--- config.mk ---
export PLATFORM = sky130hd
export DESIGN_NAME = annexb_nal_splitter
export DESIGN_NICKNAME = d
export VERILOG_FILES = /design/src/hw/rtl/nalsplit_pkg.sv /design/src/hw/rtl/annexb_nal_splitter.sv /design/src/hw/rtl/nalsplit_scan.sv /design/src/hw/rtl/nalsplit_out_stage.sv
export SDC_FILE = /design/constraint.sdc
export NUM_CORES = 1
export LEC_CHECK = 0
export ABC_AREA = 1
export BUFFER_PORTS_ARGS = -buffer_cell sky130_fd_sc_hd__buf_2
export CAP_MARGIN = 20
export CORE_ASPECT_RATIO = 2
export CORE_MARGIN = 2
export CORE_UTILIZATION = 63
export CTS_BUF_LIST = sky130_fd_sc_hd__clkbuf_2 sky130_fd_sc_hd__clkbuf_4 sky130_fd_sc_hd__clkbuf_8
export CTS_CLUSTER_DIAMETER = 40
export DETAILED_ROUTE_END_ITERATION = 8
export HOLD_SLACK_MARGIN = 0.12
export PLACE_DENSITY = 0.92
export SYNTH_ARGS = -nofsm -noshare
export SYNTH_HDL_FRONTEND = slang
export SYNTH_SLANG_ARGS = --single-unit
--- constraint.sdc ---
create_clock -name clock -period 7.5 [get_ports clock]
set_clock_uncertainty 0.1 [all_clocks]
set_input_delay 1.5 -clock clock [delete_from_list [all_inputs] [get_ports clock]]
set_output_delay 1.5 -clock clock [all_outputs]
set_load 0.005 [all_outputs]
--- src/hw/rtl/nalsplit_pkg.sv ---
package nalsplit_pkg;

   // Largest access unit that the position counter is meant to cover.
   localparam logic [32:0] MAX_UNIT_BYTES = 33'd16777216;

   localparam int POS_W   = 24;
   localparam int HDR_W   = 6;
   localparam int ZRUN_W  = 2;

   // Positions count up to this value and then stick.
   localparam logic [32:0] POS_LIMIT_WIDE =
      ((MAX_UNIT_BYTES - 33'd1) > 33'h0FF_FFFF) ? 33'h0FF_FFFF : (MAX_UNIT_BYTES - 33'd1);
   localparam logic [POS_W-1:0] POS_LIMIT = POS_LIMIT_WIDE[POS_W-1:0];

   localparam logic [POS_W-1:0] SIZE_MAX   = '1;
   localparam logic [ZRUN_W-1:0] ZRUN_MAX  = 2'd3;
   localparam logic [ZRUN_W-1:0] ZRUN_CODE = 2'd2;
   localparam logic [7:0] CODE_BYTE        = 8'h01;

   typedef struct packed {
      logic [HDR_W-1:0] nal_type;
      logic [HDR_W-1:0] nuh_layer;
      logic [POS_W-1:0] nal_offset;
      logic [POS_W-1:0] unit_bytes;
      logic             size_overflow;
   } nal_result_type;

endpackage

--- src/hw/rtl/annexb_nal_splitter.sv ---
// Channel   Direction  Beat contents
// req_      in         tdata[7:0] data_byte; tlast marks the final byte of an access unit
// rsp_      out        tdata: nal_type, nuh_layer, nal_offset, unit_bytes; tuser: size_overflow
//
// One byte is taken per clock while no stalled result holds bytes back. A byte sits in
// the input register, is scanned there against the start-code state, and any finished
// NAL unit lands in the result register at the edge that retires the byte.
// Reset is synchronous and clears the scan state and both valid flags.
// A stalled result only holds bytes back when the byte in the input register would
// itself close a unit; bytes that produce nothing keep flowing.
module annexb_nal_splitter
   import nalsplit_pkg::*;
(
   input  logic        clock,
   input  logic        reset,
   input  logic        req_tvalid,
   output logic        req_tready,
   input  logic [7:0]  req_tdata,   // [7:0] data_byte
   input  logic        req_tlast,
   output logic        rsp_tvalid,
   input  logic        rsp_tready,
   output logic [63:0] rsp_tdata,   // [5:0] nal_type, [11:6] nuh_layer,
                                    // [35:12] nal_offset, [59:36] unit_bytes, zero above
   output logic        rsp_tuser    // [0] size_overflow
);

   logic           in_valid_ff, in_valid_in;
   logic [7:0]     in_byte_ff, in_byte_in;
   logic           in_last_ff, in_last_in;

   logic           step;
   logic           emit;
   logic           out_free;
   nal_result_type scan_result;
   nal_result_type out_result;

   // The scanned beat retires when it produces nothing, or when the result register
   // can take its NAL unit this cycle.
   assign step       = in_valid_ff && (!emit || out_free);
   assign req_tready = !in_valid_ff || step;

   always_comb begin
      in_valid_in = in_valid_ff;
      in_byte_in  = in_byte_ff;
      in_last_in  = in_last_ff;
      if (req_tready) begin
         in_valid_in = req_tvalid;
         in_byte_in  = req_tdata;
         in_last_in  = req_tlast;
      end
   end

   always_ff @(posedge clock) begin
      if (reset) begin
         in_valid_ff <= 1'b0;
      end else begin
         in_valid_ff <= in_valid_in;
      end
   end

   always_ff @(posedge clock) begin
      in_byte_ff <= in_byte_in;
      in_last_ff <= in_last_in;
   end

   nalsplit_scan u_scan (
      .clock     (clock),
      .reset     (reset),
      .data_byte (in_byte_ff),
      .unit_end  (in_last_ff),
      .step      (step),
      .emit      (emit),
      .result    (scan_result)
   );

   nalsplit_out_stage u_out (
      .clock      (clock),
      .reset      (reset),
      .load       (step && emit),
      .result     (scan_result),
      .free       (out_free),
      .out_valid  (rsp_tvalid),
      .out_ready  (rsp_tready),
      .out_result (out_result)
   );

   assign rsp_tdata = {4'b0000, out_result.unit_bytes, out_result.nal_offset,
                       out_result.nuh_layer, out_result.nal_type};
   assign rsp_tuser = out_result.size_overflow;

endmodule

--- src/hw/rtl/nalsplit_scan.sv ---
module nalsplit_scan
   import nalsplit_pkg::*;
(
   input  logic           clock,
   input  logic           reset,
   input  logic [7:0]     data_byte,
   input  logic           unit_end,
   input  logic           step,
   output logic           emit,
   output nal_result_type result
);

   logic [ZRUN_W-1:0] zero_run_ff, zero_run_in;
   logic              inside_ff, inside_in;
   logic [POS_W-1:0]  pos_ff, pos_in;
   logic [POS_W-1:0]  start_ff, start_in;
   logic [HDR_W-1:0]  type_ff, type_in;
   logic [HDR_W-1:0]  layer_ff, layer_in;
   logic              sat_ff, sat_in;

   logic              over;
   logic [POS_W-1:0]  pos_next;
   logic [POS_W:0]    start_plus1;
   logic              hit0;
   logic              hit1;
   logic [HDR_W-1:0]  type_cur;
   logic [HDR_W-1:0]  layer_cur;
   logic              code;
   logic [POS_W-1:0]  zeros;
   logic [POS_W-1:0]  end_code;
   logic [POS_W:0]    end_pos;
   logic [POS_W:0]    size_wide;
   logic              emit_cand;

   always_comb begin
      over        = (pos_ff >= POS_LIMIT);
      pos_next    = over ? POS_LIMIT : pos_ff + 1'b1;
      start_plus1 = {1'b0, start_ff} + 1'b1;
      hit0        = inside_ff && (pos_ff == start_ff);
      hit1        = inside_ff && !hit0 && ({1'b0, pos_ff} == start_plus1);

      // The header bytes are captured as they pass; a unit closed on its
      // second byte already needs the updated layer id.
      type_cur  = hit0 ? data_byte[6:1] : type_ff;
      layer_cur = hit0 ? {data_byte[0], {(HDR_W-1){1'b0}}}
                : hit1 ? {layer_ff[HDR_W-1], data_byte[7:3]}
                : layer_ff;

      code     = (data_byte == CODE_BYTE) && (zero_run_ff >= ZRUN_CODE);
      zeros    = {{(POS_W-ZRUN_W){1'b0}}, zero_run_ff};
      end_code = (pos_ff >= zeros) ? pos_ff - zeros : '0;
      end_pos  = code ? {1'b0, end_code} : {1'b0, pos_ff} + 1'b1;

      size_wide = (end_pos > {1'b0, start_ff}) ? end_pos - {1'b0, start_ff} : '0;
      emit_cand = inside_ff && (code || unit_end);
      emit      = emit_cand && (size_wide >= 2);

      result.nal_type      = type_cur;
      result.nuh_layer     = layer_cur;
      result.nal_offset    = start_ff;
      result.unit_bytes    = size_wide[POS_W] ? SIZE_MAX : size_wide[POS_W-1:0];
      result.size_overflow = sat_ff | size_wide[POS_W];

      zero_run_in = zero_run_ff;
      inside_in   = inside_ff;
      pos_in      = pos_ff;
      start_in    = start_ff;
      type_in     = type_ff;
      layer_in    = layer_ff;
      sat_in      = sat_ff;
      if (step) begin
         if (unit_end) begin
            zero_run_in = '0;
            inside_in   = 1'b0;
            pos_in      = '0;
            start_in    = '0;
            type_in     = '0;
            layer_in    = '0;
            sat_in      = 1'b0;
         end else begin
            type_in  = type_cur;
            layer_in = layer_cur;
            pos_in   = pos_next;
            sat_in   = sat_ff | over;
            if (code) begin
               inside_in   = 1'b1;
               start_in    = pos_next;
               zero_run_in = '0;
            end else if (data_byte == 8'h00) begin
               zero_run_in = (zero_run_ff < ZRUN_MAX) ? zero_run_ff + 1'b1 : ZRUN_MAX;
            end else begin
               zero_run_in = '0;
            end
         end
      end
   end

   always_ff @(posedge clock) begin
      if (reset) begin
         zero_run_ff <= '0;
         inside_ff   <= 1'b0;
         pos_ff      <= '0;
         start_ff    <= '0;
         type_ff     <= '0;
         layer_ff    <= '0;
         sat_ff      <= 1'b0;
      end else begin
         zero_run_ff <= zero_run_in;
         inside_ff   <= inside_in;
         pos_ff      <= pos_in;
         start_ff    <= start_in;
         type_ff     <= type_in;
         layer_ff    <= layer_in;
         sat_ff      <= sat_in;
      end
   end

endmodule

--- src/hw/rtl/nalsplit_out_stage.sv ---
module nalsplit_out_stage
   import nalsplit_pkg::*;
(
   input  logic           clock,
   input  logic           reset,
   input  logic           load,
   input  nal_result_type result,
   output logic           free,
   output logic           out_valid,
   input  logic           out_ready,
   output nal_result_type out_result
);

   logic           valid_ff, valid_in;
   nal_result_type result_ff, result_in;

   always_comb begin
      free      = !valid_ff || out_ready;
      valid_in  = load ? 1'b1 : (valid_ff && !out_ready);
      result_in = load ? result : result_ff;
   end

   always_ff @(posedge clock) begin
      if (reset) begin
         valid_ff <= 1'b0;
      end else begin
         valid_ff <= valid_in;
      end
   end

   always_ff @(posedge clock) begin
      result_ff <= result_in;
   end

   assign out_valid  = valid_ff;
   assign out_result = result_ff;

endmodule

==> impl_metrics.env <==
export IMPL_dieArea_um2=16200
export IMPL_synth_cell_types=52
export IMPL_place_hpwl_um=22900
export IMPL_start_kind="flip-flop"
export IMPL_synth_compound_area_frac=0.0831
export IMPL_track_usage=0.374
export IMPL_firstDrtPassIters=8
export IMPL_hold_ws_ps=364
export IMPL_finalCriticalPeriod_ps=7130
export IMPL_crit_slowest_cell="fa_1"
export IMPL_total_power_mw=2.19
export IMPL_clk_pin_slew_worst_paths_ps=80
export IMPL_cts_buffer_depth=2
export IMPL_hold_violations=0
export IMPL_outcome="completed"
export IMPL_place_gp_congestion=1.09
export IMPL_fp_dieH_um=178
export IMPL_synth_ff_type="edfxtp_1"
export IMPL_drv_cap=0
export IMPL_end_kind="primary output"
export IMPL_grt_pass1_wl_um=46300
export IMPL_slowest_delay_ps=420
export IMPL_multiInputGateArea_um2=5080
export IMPL_synth_cells=1392
export IMPL_synth_seq_area_share=0.358
export IMPL_synthXorXnorAreaFrac=0.0751
export IMPL_syn_area_um2=9560
export IMPL_design_core_area_um2=14800
export IMPL_power_density_nw_per_um2=209
export IMPL_cts_root_buffer="clkbuf_8"
export IMPL_period_share=0.950
export IMPL_cts_sinks=136
export IMPL_wire_per_inst_um=17.9
export IMPL_drc=0
export IMPL_path_buf_inv=8
export IMPL_nFillCells=1248
export IMPL_regArea_um2=3420
export IMPL_crit_family="simple AND/OR/NAND/NOR gates"
export IMPL_arrival_ps=5530
export IMPL_cts_made_buffers=17
export IMPL_post_place_ws_ps=859
export IMPL_antenna_cells=0
export IMPL_cts_hold_buf=0
export IMPL_nets=1494
export IMPL_final_common_cell="nand2_1"
export IMPL_antenna_found_initial=0
export IMPL_h_tree_depth=4
export IMPL_slew_limit_headroom=0.463
export IMPL_yosys_area_share_simple=0.329
export IMPL_ir_worst_vdd_uv=155
export IMPL_postLayoutSetupSlackWorst_ps=373
export IMPL_ant_nets=0
export IMPL_clkLatencyLatePin_ps=490
export IMPL_drive_gt1_frac=0.108
export IMPL_ys_seq_elements=136
export IMPL_worst_ep_required_time_ps=5900
export IMPL_num_io_pins=80
export IMPL_row_count=63
export IMPL_ys_warn_count=0
export IMPL_synth_top_family_by_area="simple AND/OR/NAND/NOR gates"
export IMPL_synth_area_leaders="edfxtp_1, nand2_1, dfxtp_1"
export IMPL_setup_tns_ps=0
export IMPL_area_delta_synth_final_pct=9.70
export IMPL_synthMuxAreaShare=0
export IMPL_final_util=0.708
export IMPL_grt_start_max_net_pins=44
export IMPL_yosys_area_top_type="edfxtp_1"
export IMPL_grt_pass1_vias=9341
export IMPL_synthAdderAreaFrac=0.0408
export IMPL_drt_initial_drc_count=942
export IMPL_synth_edff_count=70
export IMPL_critPathKind="reg -> out"
export IMPL_worstMarginPinSlew_ps=802
export IMPL_initial_core_util=0.645
export IMPL_portBuffers=75
export IMPL_timing_fmax_ghz=0.140
export IMPL_synth_async_sr_flop_share=0
export IMPL_synth_top_cell_area_share=0.220
export IMPL_p_leak_nw=5.02
export IMPL_path_max_fanout=18
export IMPL_hp_class="reg -> reg"
export IMPL_layout_common_cells="nand2_1, inv_1, nor2_1, buf_2, edfxtp_1"
export IMPL_finalSetupViolCount=0
export IMPL_cts_tree="done"
export IMPL_avgViaCountPerCell=5.71
export IMPL_vias=9467
export IMPL_grt_setup_unrepaired="no"
export IMPL_die_w_um=91.1
export IMPL_wl_um=29700
export IMPL_worst_path_most_repeated_cell="nand2_1"
export IMPL_avgSynthCellArea_um2=6.87
export IMPL_overflow=0
export IMPL_drv_slew=0
==> logic make-up (layout without fill, tap and decap cells) <==
| family | after synthesis | count (layout) |
|---|---|---|
| AND/OR/NAND/NOR | 740 | 740 |
| buffers and inverters | 263 | 332 |
| AO/OA/AOI/OAI | 140 | 140 |
| flip-flops | 136 | 136 |
| XOR/XNOR | 82 | 82 |
| adder cells (fa/ha/maj) | 30 | 30 |
| other | 1 | 4 |
==> worst register-to-register path: cells and delay by family, from the launching register on <==
family	cells	cell delay (ps)
and+or+nand+nor	20	2780
buffers and inverters	8	1260
adders and majority gates	3	870
AOI/OAI and AO/OA	2	600
DFF	1	350
==> what timing repair did <==
item	in CTS	in global routing
resized for setup	0	2
endpoints found under the setup margin	0	1
setup buffers	0	3
==> metal layers <==
| layer | share of wire | track usage | up-vias | wire [um] |
|---|---|---|---|---|
| li1 | - | - | 4539 | - |
| met1 | 0.32 | 0.357 | 4227 | 9590 |
| met2 | 0.52 | 0.687 | 528 | 15500 |
| met3 | 0.063 | 0.0515 | 173 | 1880 |
| met4 | 0.092 | 0.330 | 0 | 2740 |
| met5 | 0 | 0 | - | 0 |
==> synthesized netlist by cell type (3+ instances only) <==
master and n:
a21oi_1 40, a31oi_1 7, a32o_1 3, and3_1 6, buf_2 21, buf_4 8
buf_6 6, clkbuf_1 17, dfxtp_1 66, edfxtp_1 70, ha_1 28, inv_1 198
inv_2 11, nand2_1 393, nand2_2 3, nand3_1 47, nand3_2 4, nand3b_1 5
nand4_1 38, nor2_1 192, nor2_2 6, nor3_1 25, nor4_1 6, o211ai_1 6
o21ai_0 57, o21ai_1 7, o21bai_1 3, o22ai_1 8, xnor2_1 20, xor2_1 62
==> worst paths after layout <==
| check | depth (start not counted) | slack (ps) | startpoint | to |
|---|---|---|---|---|
| worst min-delay path | 2 | 360 | u_scan.sat_ff | u_scan.sat_ff |
| worst max register to register | 33 | 1410 | u_scan.pos_ff[0] | u_scan.layer_ff[0] |
| worst max-delay path | 30 | 370 | u_scan.pos_ff[0] | req_tready |
| worst min register to register | 2 | 360 | u_scan.sat_ff | u_scan.sat_ff |
==> sequential cells by signal, indices dropped and copies added, names as in the netlist, 2 cells and up <==
| signal | cells |
|---|---|
| u_scan.type_ff | 6 |
| u_out.out_result | 61 |
| u_scan.layer_ff | 6 |
| u_scan.zero_run_ff | 2 |
| u_scan.start_ff | 24 |
| in_byte_ff | 8 |
| u_scan.pos_ff | 24 |
==> where the power goes <==
part           leakage [nW]  internal, mW  switching, mW  total, mW
sequential             1.20         0.821         0.0376      0.858
clock                 0.221         0.402          0.320      0.722
combinational          3.60         0.197          0.418      0.614
==> final cells by class <==
| type | count | share of cell area |
|---|---|---|
| Clock buffer | 18 | 0.0230 |
| Clock inverter | 14 | 0.0210 |
| Inverter | 211 | 0.0755 |
| Multi-Input combinational cell | 996 | 0.484 |
| Sequential cell | 136 | 0.326 |
| Tap cell | 195 | 0.0233 |
| Timing Repair Buffer | 89 | 0.0470 |
==> per-stage QoR <==
step           std cells  instance area, um^2
2_1_floorplan       1395                 9570
3_3_place_gp        1624                 9990
3_5_place_dp        1624                 9990
4_1_cts             1656                10500
5_1_grt             1659                10500
6_report            1659                10500
Power figures use the tool's default switching activity.
